`config.mk`:
```
export PLATFORM = sky130hd
export DESIGN_NAME = sha256_pow_hash_chain_core
export DESIGN_NICKNAME = d
export VERILOG_FILES = /design/src/hdl/shapow_pkg.sv /design/src/hdl/shapow_round.sv /design/src/hdl/sha256_pow_hash_chain_core.sv
export VERILOG_INCLUDE_DIRS = /design/src /design/src/hdl
export SDC_FILE = /design/constraint.sdc
export NUM_CORES = 2
export LEC_CHECK = 0
export BUFFER_PORTS_ARGS = -buffer_cell sky130_fd_sc_hd__buf_2
export CAP_MARGIN = 20
export CORE_MARGIN = 2
export CORE_UTILIZATION = 45
export CTS_CLUSTER_SIZE = 16
export DETAILED_ROUTE_END_ITERATION = 16
export GPL_TIMING_DRIVEN = 0
export SLEW_MARGIN = 20
export SYNTH_ARGS = -nofsm -noshare
export SYNTH_HDL_FRONTEND = slang
export SYNTH_SLANG_ARGS = --single-unit
```
`constraint.sdc`:
```
create_clock -name clk -period 27.3 [get_ports clk]
set_input_delay 6.825 -clock clk [delete_from_list [all_inputs] [get_ports clk]]
set_output_delay 6.825 -clock clk [all_outputs]
set_load 0.03 [all_outputs]
```
`src/hdl/sha256_pow_hash_chain_core_macros.svh`:
```
// ----------------------------------------------------------------------------
// sha256 pow hash chain core assertion macros
// concurrent assertion wrappers, empty in synthesis
// ----------------------------------------------------------------------------
`ifndef SHA256_POW_HASH_CHAIN_CORE_MACROS_SVH
`define SHA256_POW_HASH_CHAIN_CORE_MACROS_SVH
`ifndef SYNTHESIS
`define SHAPOW_ASSERT_IMP(lbl, clk, rst_n, ante, cons) \
    lbl: assert property (@(posedge clk) disable iff (!rst_n) (ante) |-> (cons)) \
        else $error("assertion failed");
`define SHAPOW_ASSERT_NXT(lbl, clk, rst_n, ante, cons) \
    lbl: assert property (@(posedge clk) disable iff (!rst_n) (ante) |=> (cons)) \
        else $error("assertion failed");
`else
`define SHAPOW_ASSERT_IMP(lbl, clk, rst_n, ante, cons)
`define SHAPOW_ASSERT_NXT(lbl, clk, rst_n, ante, cons)
`endif
`endif

```
`src/hdl/shapow_pkg.sv`:
```
// ----------------------------------------------------------------------------
// shapow package
// shared types, constants and functions of the sha256 pow hash chain core
// ----------------------------------------------------------------------------
package shapow_pkg;

    localparam int unsigned NUM_ROUNDS = 64;
    localparam int unsigned WIN_DEPTH  = 16;
    localparam logic [6:0]  LEVEL_CAP  = 7'd64;
    localparam logic [6:0]  MAX_LEVEL_RESET = 7'd8;
    localparam logic [31:0] PAD_WORD   = 32'h8000_0000;
    localparam logic [31:0] LEN_WORD   = 32'd288;

    localparam logic [2:0] REG_SEED0     = 3'd0;
    localparam logic [2:0] REG_SEED1     = 3'd1;
    localparam logic [2:0] REG_SEED2     = 3'd2;
    localparam logic [2:0] REG_SEED3     = 3'd3;
    localparam logic [2:0] REG_MAX_LEVEL = 3'd4;

    localparam logic CMD_TRY     = 1'b0;
    localparam logic CMD_RESTART = 1'b1;

    typedef enum logic [1:0] {
        ST_IDLE,
        ST_ROUND,
        ST_ADD,
        ST_WRITE
    } state_t;

    typedef struct packed {
        logic [31:0] a;
        logic [31:0] b;
        logic [31:0] c;
        logic [31:0] d;
        logic [31:0] e;
        logic [31:0] f;
        logic [31:0] g;
        logic [31:0] h;
    } work_t;

    localparam work_t HINIT = '{
        a: 32'h6a09e667, b: 32'hbb67ae85, c: 32'h3c6ef372, d: 32'ha54ff53a,
        e: 32'h510e527f, f: 32'h9b05688c, g: 32'h1f83d9ab, h: 32'h5be0cd19
    };

    localparam logic [31:0] RK [NUM_ROUNDS] = '{
        32'h428a2f98, 32'h71374491, 32'hb5c0fbcf, 32'he9b5dba5,
        32'h3956c25b, 32'h59f111f1, 32'h923f82a4, 32'hab1c5ed5,
        32'hd807aa98, 32'h12835b01, 32'h243185be, 32'h550c7dc3,
        32'h72be5d74, 32'h80deb1fe, 32'h9bdc06a7, 32'hc19bf174,
        32'he49b69c1, 32'hefbe4786, 32'h0fc19dc6, 32'h240ca1cc,
        32'h2de92c6f, 32'h4a7484aa, 32'h5cb0a9dc, 32'h76f988da,
        32'h983e5152, 32'ha831c66d, 32'hb00327c8, 32'hbf597fc7,
        32'hc6e00bf3, 32'hd5a79147, 32'h06ca6351, 32'h14292967,
        32'h27b70a85, 32'h2e1b2138, 32'h4d2c6dfc, 32'h53380d13,
        32'h650a7354, 32'h766a0abb, 32'h81c2c92e, 32'h92722c85,
        32'ha2bfe8a1, 32'ha81a664b, 32'hc24b8b70, 32'hc76c51a3,
        32'hd192e819, 32'hd6990624, 32'hf40e3585, 32'h106aa070,
        32'h19a4c116, 32'h1e376c08, 32'h2748774c, 32'h34b0bcb5,
        32'h391c0cb3, 32'h4ed8aa4a, 32'h5b9cca4f, 32'h682e6ff3,
        32'h748f82ee, 32'h78a5636f, 32'h84c87814, 32'h8cc70208,
        32'h90befffa, 32'ha4506ceb, 32'hbef9a3f7, 32'hc67178f2
    };

    function automatic logic [31:0] rotr(input logic [31:0] x, input int unsigned n);
        rotr = (x >> n) | (x << (32 - n));
    endfunction

    // top 4*lvl bits of the digest are zero (a lvl above 64 checks all 256 bits)
    function automatic logic top_zero(input logic [255:0] dig, input logic [6:0] lvl);
        logic ok;
        ok = 1'b1;
        for (int i = 0; i < 64; i++) begin
            if ((7'(i) < lvl) && (dig[255 - 4 * i -: 4] != 4'd0)) begin
                ok = 1'b0;
            end
        end
        top_zero = ok;
    endfunction

endpackage

```
`src/hdl/shapow_round.sv`:
```
// ----------------------------------------------------------------------------
// shapow round unit
// one sha256 compression round plus one message schedule step
// ----------------------------------------------------------------------------
module shapow_round
(
    input  shapow_pkg::work_t cur,
    input  logic [31:0]       w_0,
    input  logic [31:0]       w_1,
    input  logic [31:0]       w_9,
    input  logic [31:0]       w_14,
    input  logic [31:0]       k,
    output shapow_pkg::work_t nxt,
    output logic [31:0]       w_new
);

    logic [31:0] s1_big;
    logic [31:0] ch;
    logic [31:0] t1;
    logic [31:0] s0_big;
    logic [31:0] maj;
    logic [31:0] t2;
    logic [31:0] s0_sch;
    logic [31:0] s1_sch;

    always_comb
    begin
        s1_big = shapow_pkg::rotr(cur.e, 6) ^ shapow_pkg::rotr(cur.e, 11)
               ^ shapow_pkg::rotr(cur.e, 25);
        ch     = (cur.e & cur.f) ^ (~cur.e & cur.g);
        t1     = cur.h + s1_big + ch + k + w_0;
        s0_big = shapow_pkg::rotr(cur.a, 2) ^ shapow_pkg::rotr(cur.a, 13)
               ^ shapow_pkg::rotr(cur.a, 22);
        maj    = (cur.a & cur.b) ^ (cur.a & cur.c) ^ (cur.b & cur.c);
        t2     = s0_big + maj;
        nxt.h  = cur.g;
        nxt.g  = cur.f;
        nxt.f  = cur.e;
        nxt.e  = cur.d + t1;
        nxt.d  = cur.c;
        nxt.c  = cur.b;
        nxt.b  = cur.a;
        nxt.a  = t1 + t2;
        s0_sch = shapow_pkg::rotr(w_1, 7) ^ shapow_pkg::rotr(w_1, 18) ^ (w_1 >> 3);
        s1_sch = shapow_pkg::rotr(w_14, 17) ^ shapow_pkg::rotr(w_14, 19) ^ (w_14 >> 10);
        w_new  = w_0 + s0_sch + w_9 + s1_sch;
    end

endmodule

```
`src/hdl/sha256_pow_hash_chain_core.sv`:
```
// ----------------------------------------------------------------------------
// sha256 pow hash chain core
// nonce trials against a sha256 chain hash, one shared round unit
// ----------------------------------------------------------------------------
// channel  direction  handshake                payload
// in       sink       in_valid / in_ready      command, nonce
// out      source     out_valid / out_ready    found, level, nonce_echo,
//                                              digest_word0..3, chain_done
// cfg      sink       cfg_valid / cfg_ready    cfg_index, cfg_data
//
// a trial runs the accept in idle, 64 rounds through the single round unit,
// one final add and one compare/write; a restart goes from idle to the write
// step; in_ready is high only in idle; a full output register holds the write
// step; reset clears the chain hash and level, max level resets to 8
// ----------------------------------------------------------------------------
`include "sha256_pow_hash_chain_core_macros.svh"

module sha256_pow_hash_chain_core
(
    input  logic        clk,
    input  logic        rst_n,
    input  logic        in_valid,
    output logic        in_ready,
    input  logic        command,
    input  logic [30:0] nonce,
    output logic        out_valid,
    input  logic        out_ready,
    output logic        found,
    output logic [6:0]  level,
    output logic [30:0] nonce_echo,
    output logic [63:0] digest_word0,
    output logic [63:0] digest_word1,
    output logic [63:0] digest_word2,
    output logic [63:0] digest_word3,
    output logic        chain_done,
    input  logic        cfg_valid,
    output logic        cfg_ready,
    input  logic [2:0]  cfg_index,
    input  logic [63:0] cfg_data
);

    shapow_pkg::state_t state_reg, state_next;
    logic [5:0]   rnd_reg, rnd_next;
    logic         cmd_reg, cmd_next;
    logic [30:0]  nonce_reg, nonce_next;
    shapow_pkg::work_t work_reg, work_next, work_rnd;
    logic [31:0]  win_reg [shapow_pkg::WIN_DEPTH];
    logic [31:0]  win_next [shapow_pkg::WIN_DEPTH];
    logic [31:0]  w_new;
    logic [255:0] dig_reg, dig_next;
    logic [255:0] chain_reg, chain_next;
    logic [255:0] seed_reg, seed_next;
    logic [6:0]   max_reg, max_next;
    logic [6:0]   level_reg, level_next;
    logic         fin_reg, fin_next;
    logic         ov_reg, ov_next;
    logic         found_reg, found_next;
    logic [6:0]   olvl_reg, olvl_next;
    logic [30:0]  onon_reg, onon_next;
    logic [255:0] odig_reg, odig_next;
    logic         odone_reg, odone_next;
    logic [6:0]   eff_max;
    logic         hit;
    logic         in_acc;

    shapow_round u_round
    (
        .cur   (work_reg),
        .w_0   (win_reg[0]),
        .w_1   (win_reg[1]),
        .w_9   (win_reg[9]),
        .w_14  (win_reg[14]),
        .k     (shapow_pkg::RK[rnd_reg]),
        .nxt   (work_rnd),
        .w_new (w_new)
    );

    assign in_ready     = (state_reg == shapow_pkg::ST_IDLE);
    assign in_acc       = in_valid && in_ready;
    assign cfg_ready    = 1'b1;
    assign out_valid    = ov_reg;
    assign found        = found_reg;
    assign level        = olvl_reg;
    assign nonce_echo   = onon_reg;
    assign digest_word0 = odig_reg[255:192];
    assign digest_word1 = odig_reg[191:128];
    assign digest_word2 = odig_reg[127:64];
    assign digest_word3 = odig_reg[63:0];
    assign chain_done   = odone_reg;

    assign eff_max = (max_reg > shapow_pkg::LEVEL_CAP) ? shapow_pkg::LEVEL_CAP : max_reg;
    assign hit     = !fin_reg && shapow_pkg::top_zero(dig_reg, level_reg);

    always_comb
    begin
        state_next = state_reg;
        rnd_next   = rnd_reg;
        cmd_next   = cmd_reg;
        nonce_next = nonce_reg;
        work_next  = work_reg;
        win_next   = win_reg;
        dig_next   = dig_reg;
        chain_next = chain_reg;
        seed_next  = seed_reg;
        max_next   = max_reg;
        level_next = level_reg;
        fin_next   = fin_reg;
        ov_next    = ov_reg;
        found_next = found_reg;
        olvl_next  = olvl_reg;
        onon_next  = onon_reg;
        odig_next  = odig_reg;
        odone_next = odone_reg;

        if (ov_reg && out_ready)
        begin
            ov_next = 1'b0;
        end

        if (cfg_valid)
        begin
            case (cfg_index)
                shapow_pkg::REG_SEED0:     seed_next[255:192] = cfg_data;
                shapow_pkg::REG_SEED1:     seed_next[191:128] = cfg_data;
                shapow_pkg::REG_SEED2:     seed_next[127:64]  = cfg_data;
                shapow_pkg::REG_SEED3:     seed_next[63:0]    = cfg_data;
                shapow_pkg::REG_MAX_LEVEL: max_next = cfg_data[6:0];
                default:                   max_next = max_reg;
            endcase
        end

        case (state_reg)
            shapow_pkg::ST_IDLE:
            begin
                if (in_acc)
                begin
                    cmd_next   = command;
                    nonce_next = nonce;
                    rnd_next   = '0;
                    work_next  = shapow_pkg::HINIT;
                    for (int i = 0; i < 8; i++)
                    begin
                        win_next[i] = chain_reg[255 - 32 * i -: 32];
                    end
                    win_next[8]  = {1'b0, nonce};
                    win_next[9]  = shapow_pkg::PAD_WORD;
                    for (int i = 10; i < 15; i++)
                    begin
                        win_next[i] = '0;
                    end
                    win_next[15] = shapow_pkg::LEN_WORD;
                    if (command == shapow_pkg::CMD_RESTART)
                    begin
                        dig_next   = seed_reg;
                        state_next = shapow_pkg::ST_WRITE;
                    end
                    else
                    begin
                        state_next = shapow_pkg::ST_ROUND;
                    end
                end
            end
            shapow_pkg::ST_ROUND:
            begin
                work_next = work_rnd;
                for (int i = 0; i < 15; i++)
                begin
                    win_next[i] = win_reg[i + 1];
                end
                win_next[15] = w_new;
                rnd_next     = rnd_reg + 6'd1;
                if (rnd_reg == 6'(shapow_pkg::NUM_ROUNDS - 1))
                begin
                    state_next = shapow_pkg::ST_ADD;
                end
            end
            shapow_pkg::ST_ADD:
            begin
                dig_next = {shapow_pkg::HINIT.a + work_reg.a, shapow_pkg::HINIT.b + work_reg.b,
                            shapow_pkg::HINIT.c + work_reg.c, shapow_pkg::HINIT.d + work_reg.d,
                            shapow_pkg::HINIT.e + work_reg.e, shapow_pkg::HINIT.f + work_reg.f,
                            shapow_pkg::HINIT.g + work_reg.g, shapow_pkg::HINIT.h + work_reg.h};
                state_next = shapow_pkg::ST_WRITE;
            end
            shapow_pkg::ST_WRITE:
            begin
                if (!ov_reg || out_ready)
                begin
                    ov_next    = 1'b1;
                    onon_next  = nonce_reg;
                    odig_next  = dig_reg;
                    state_next = shapow_pkg::ST_IDLE;
                    if (cmd_reg == shapow_pkg::CMD_RESTART)
                    begin
                        chain_next = dig_reg;
                        level_next = '0;
                        fin_next   = 1'b0;
                        found_next = 1'b0;
                        olvl_next  = '0;
                        odone_next = 1'b0;
                    end
                    else
                    begin
                        found_next = hit;
                        olvl_next  = level_reg;
                        odone_next = fin_reg;
                        if (hit)
                        begin
                            chain_next = dig_reg;
                            level_next = level_reg + 7'd1;
                            if ((level_reg + 7'd1) > eff_max)
                            begin
                                fin_next   = 1'b1;
                                odone_next = 1'b1;
                            end
                        end
                    end
                end
            end
            default:
            begin
                state_next = shapow_pkg::ST_IDLE;
            end
        endcase
    end

    always_ff @(posedge clk or negedge rst_n)
    begin
        if (!rst_n)
        begin
            state_reg <= shapow_pkg::ST_IDLE;
            chain_reg <= '0;
            seed_reg  <= '0;
            max_reg   <= shapow_pkg::MAX_LEVEL_RESET;
            level_reg <= '0;
            fin_reg   <= 1'b0;
            ov_reg    <= 1'b0;
            rnd_reg   <= '0;
            cmd_reg   <= 1'b0;
        end
        else
        begin
            state_reg <= state_next;
            chain_reg <= chain_next;
            seed_reg  <= seed_next;
            max_reg   <= max_next;
            level_reg <= level_next;
            fin_reg   <= fin_next;
            ov_reg    <= ov_next;
            rnd_reg   <= rnd_next;
            cmd_reg   <= cmd_next;
        end
    end

    always_ff @(posedge clk)
    begin
        nonce_reg <= nonce_next;
        work_reg  <= work_next;
        win_reg   <= win_next;
        dig_reg   <= dig_next;
        found_reg <= found_next;
        olvl_reg  <= olvl_next;
        onon_reg  <= onon_next;
        odig_reg  <= odig_next;
        odone_reg <= odone_next;
    end

    // trial requests enter the round loop, restarts go straight to write
    `SHAPOW_ASSERT_NXT(a_accept_path, clk, rst_n, in_acc,
        (state_reg == shapow_pkg::ST_ROUND) || (state_reg == shapow_pkg::ST_WRITE))
    // last round is always followed by the final add
    `SHAPOW_ASSERT_NXT(a_round_end, clk, rst_n,
        (state_reg == shapow_pkg::ST_ROUND) && (rnd_reg == 6'd63),
        state_reg == shapow_pkg::ST_ADD)
    // chain level never passes the cap plus one
    `SHAPOW_ASSERT_IMP(a_level_range, clk, rst_n, 1'b1, level_reg <= 7'd65)
    // a find never reports a level above the cap
    `SHAPOW_ASSERT_IMP(a_found_level, clk, rst_n, ov_reg && found_reg,
        (olvl_reg <= shapow_pkg::LEVEL_CAP) && !(fin_reg && !odone_reg && (level_reg == '0)))

endmodule
```
==> impl_results.md <==
* Outcome: completed
* Fraction of layout instances using a drive strength above 1 at 0.234
* Wire length of the first global-routing pass at 497 mm
* Setup WS pre-CTS at 16.50 ns
* Stage delay of the slowest cell on the critical path at 0.76 ns
* Number of global-route vias before repair at 58855
* Endpoints failing hold at 0
* Netlist cell types at 86
* Fill count at 17417
* Synthesis-to-finish area growth at 14.8%
* Weighted congestion at the end of routability-driven global placement at 1.02
* Area leader, netlist: edfxtp_1
* Count of flip-flops with a built-in enable after synthesis at 1351
* Row count at 166
* Async S/R FF share, synth at 0.284
* Number of storage elements in the synthesis netlist at 1888
* Crit Path Max Fanout at 14
* Sequential fraction of the synthesis area at 0.582
* PostCTS Resize Cnt at 0
* Synthesized netlist net count at 7362
* IO buf count at 401
* RSZ-0062 raised after global routing: false
* Die Outline Area at 210000 µm²
* Number of buffers inserted by post-CTS setup repair at 0
* Number of warnings issued by yosys at 0
* Type of origin of the critical path: flip-flop
* Final period demand of the worst path at 10.57 ns
* Most used DFF post-synth: edfxtp_1
* Nets@finish at 8005
* Final Instance Area at 107000 µm²
* Starting density of the core at 0.453
* DR DRC count at 0
* Start-to-end type of the worst setup path: flip-flop to flip-flop
* Worst Hold Class: flip-flop to flip-flop
* Slew at the pin closest to its max-slew limit at 1.33 ns
* Final core utilization at 0.521
* Routed wire length at 371 mm
* Number of antenna violations at the first check in global routing at 76
* Number of buffers inserted for hold repair after clock tree synthesis at 0
* Area after detailed placement at 99300 µm²
* Number of iterations in the first detailed-routing pass at 8
* Worst setup margin at 16.73 ns
* Average vias per placed instance at 5.97
* Worst skew pair latency at 0.89 ns
* Clock Tree Root: clkbuf_16
* Fmax at 0.0946 GHz
* Die height at 458 µm
* Total routing usage reported by global routing at 0.348
* Average wire per cell in the routed design at 35.4 µm
* Clock Sinks at 1888
* CTS tree: yes
* Number of routed nets with antenna violations at 0
* Core region area at 205000 µm²
* Largest net degree at the start of global routing at 113
* Max reg flops at 512
* Count of final setup violators at 0
* Residual overflow from global routing at 0
* Final count of pins violating max slew at 0
* Critical path required time at 27.89 ns
* Data arrival at the endpoint of the critical path at 11.16 ns
* Post-Syn Area per Cell at 13.5 µm²
* Inserted Clock Buffers at 198
* Skew final at 0.0711 ns
* Max-capacitance violation count at 0
* Number of instances in the synthesized netlist at 6898
* Number of DRC violations after detailed-routing iteration 0 at 9192
* Chip width at 458 µm
* Worst slew margin relative to its limit at 0.116
* Clock transition at the registers of the reported paths at 0.06 ns
* DR vias at 62506
* Cell area after synthesis at 92800 µm²
* Io pins at 403
* Share of the synthesized area in the top cell type at 0.437
* Final Cycle Share at 0.387
* Critical path's slowest cell: dfrtp_1
* H-tree lvl count at 4
* Critical path endpoint category: flip-flop
* CTS Buffer Depth at 3
* Leading post-synthesis cells by cell area: edfxtp_1 44%, dfrtp_1 14%, mux2_2 8.4%, fa_1 4.1%, mux2_4 3.9%
* Dpl hpwl at 290 mm
==> worst max-delay path: cells and delay by family, from the launching register on <==
kind / cells / cell delay [ns]
AOI/OAI and AO/OA: 13 / 3.77
buffers and inverters: 6 / 2.04
adders and majority gates: 5 / 1.74
and+or+nand+nor: 6 / 1.15
xor gates and xnor gates: 2 / 0.82
DFF: 1 / 0.76
==> metal layers <==
| layer | track usage | up-vias | share of wire |
|---|---|---|---|
| met2 | 0.507 | 3617 | 0.43 |
| met1 | 0.482 | 32029 | 0.41 |
| met3 | 0.0768 | 728 | 0.098 |
| met4 | 0.198 | 18 | 0.066 |
| li1 | - | 26114 | - |
| met5 | 0.00184 | - | 0.00081 |
==> final timing paths <==
check                                            start                           to  slack [ns]  cells past startpoint
max in group asynchronous                        rst_n   chain_reg[247]$_DFFE_PN0P_       19.86                      3
worst min-delay path            nonce_reg[2]$_DFFE_PP_      nonce_echo[2]$_DFFE_PP_        0.40                      0
worst max register to register  rnd_reg[2]$_DFFE_PN0P_  work_reg[255]$_SDFFCE_PN0P_       16.73                     32
worst min register to register  nonce_reg[2]$_DFFE_PP_      nonce_echo[2]$_DFFE_PP_        0.40                      0
min in group asynchronous                        rst_n   chain_reg[148]$_DFFE_PN0P_        5.90                      1
worst max-delay path            rnd_reg[2]$_DFFE_PN0P_  work_reg[255]$_SDFFCE_PN0P_       16.73                     32
==> through the flow <==
stage          hold slack [ns]  instances  setup TNS (ns)
3_5_place_dp             0.405      10028               0
2_1_floorplan            0.400       6898               0
4_1_cts                  0.412      10406               0
6_report                 0.402      10469               0
5_1_grt                  0.411      10431               0
3_3_place_gp             0.401       9987        -4107.50
==> cells by family (layout without fill, tap and decap cells) <==
group	count (synthesis)	in the layout	share of synthesized area
other cells	1	63	0.0000404
flops	1888	1888	0.582
xor+xnor	561	561	0.0532
fa+ha+maj	362	362	0.0639
compound gates	985	985	0.0646
simple gates	1495	1495	0.0816
buf+inv	650	1471	0.0286
mux	956	956	0.126
==> synthesized netlist by cell type, drive strengths merged (46+ instances only) <==
library cell,count
edfxtp,1351
nor3,76
inv,312
a211oi,49
nor4,64
o21ai,255
a31oi,46
a21oi,334
clkbuf,273
ha,172
dfrtp,536
nand3,72
nand2,298
buf,63
xnor2,361
mux2,931
fa,188
nand2b,142
nor2,381
a21o,83
and2,297
xor2,198
==> area by class of cell <==
cell class,instances,area [µm²],area share
Buffer,336,1500,0.0141
Timing Repair Buffer,443,2970,0.0278
Sequential cell,1888,54000,0.507
Clock inverter,101,1390,0.0130
Tap cell,2688,3360,0.0315
Antenna cell,62,155,0.00146
Inverter,314,1190,0.0112
Clock buffer,277,5720,0.0536
Multi-Input combinational cell,4360,36300,0.341
==> placed cells by master, fill, tap and decap left out, types with 22 or more instances in the layout <==
cell type and n:
edfxtp_1 1351, mux2_2 691, dfrtp_1 536, buf_2 406
nor2_1 380, xnor2_1 361, a21oi_1 334, inv_1 308
nand2_1 298, and2_1 295, clkbuf_1 293, o21ai_0 249
mux2_4 240, clkbuf_16 204, xor2_1 198, fa_1 188
ha_1 172, nand2b_1 142, a21o_1 83, nor3_1 74
nand3_1 72, diode_2 62, a211oi_1 49, nor4_1 48
a31oi_1 46, nor2b_1 38, clkinv_2 37, clkbuf_8 34
o31ai_1 31, buf_16 31, and3_1 30, buf_1 29
buf_6 28, bufinv_16 26, o211ai_1 25, or4_1 23
o21bai_1 22
Power is not shown: default switching activity piles up to over one toggle a cycle in this logic, so the estimate is an artifact.
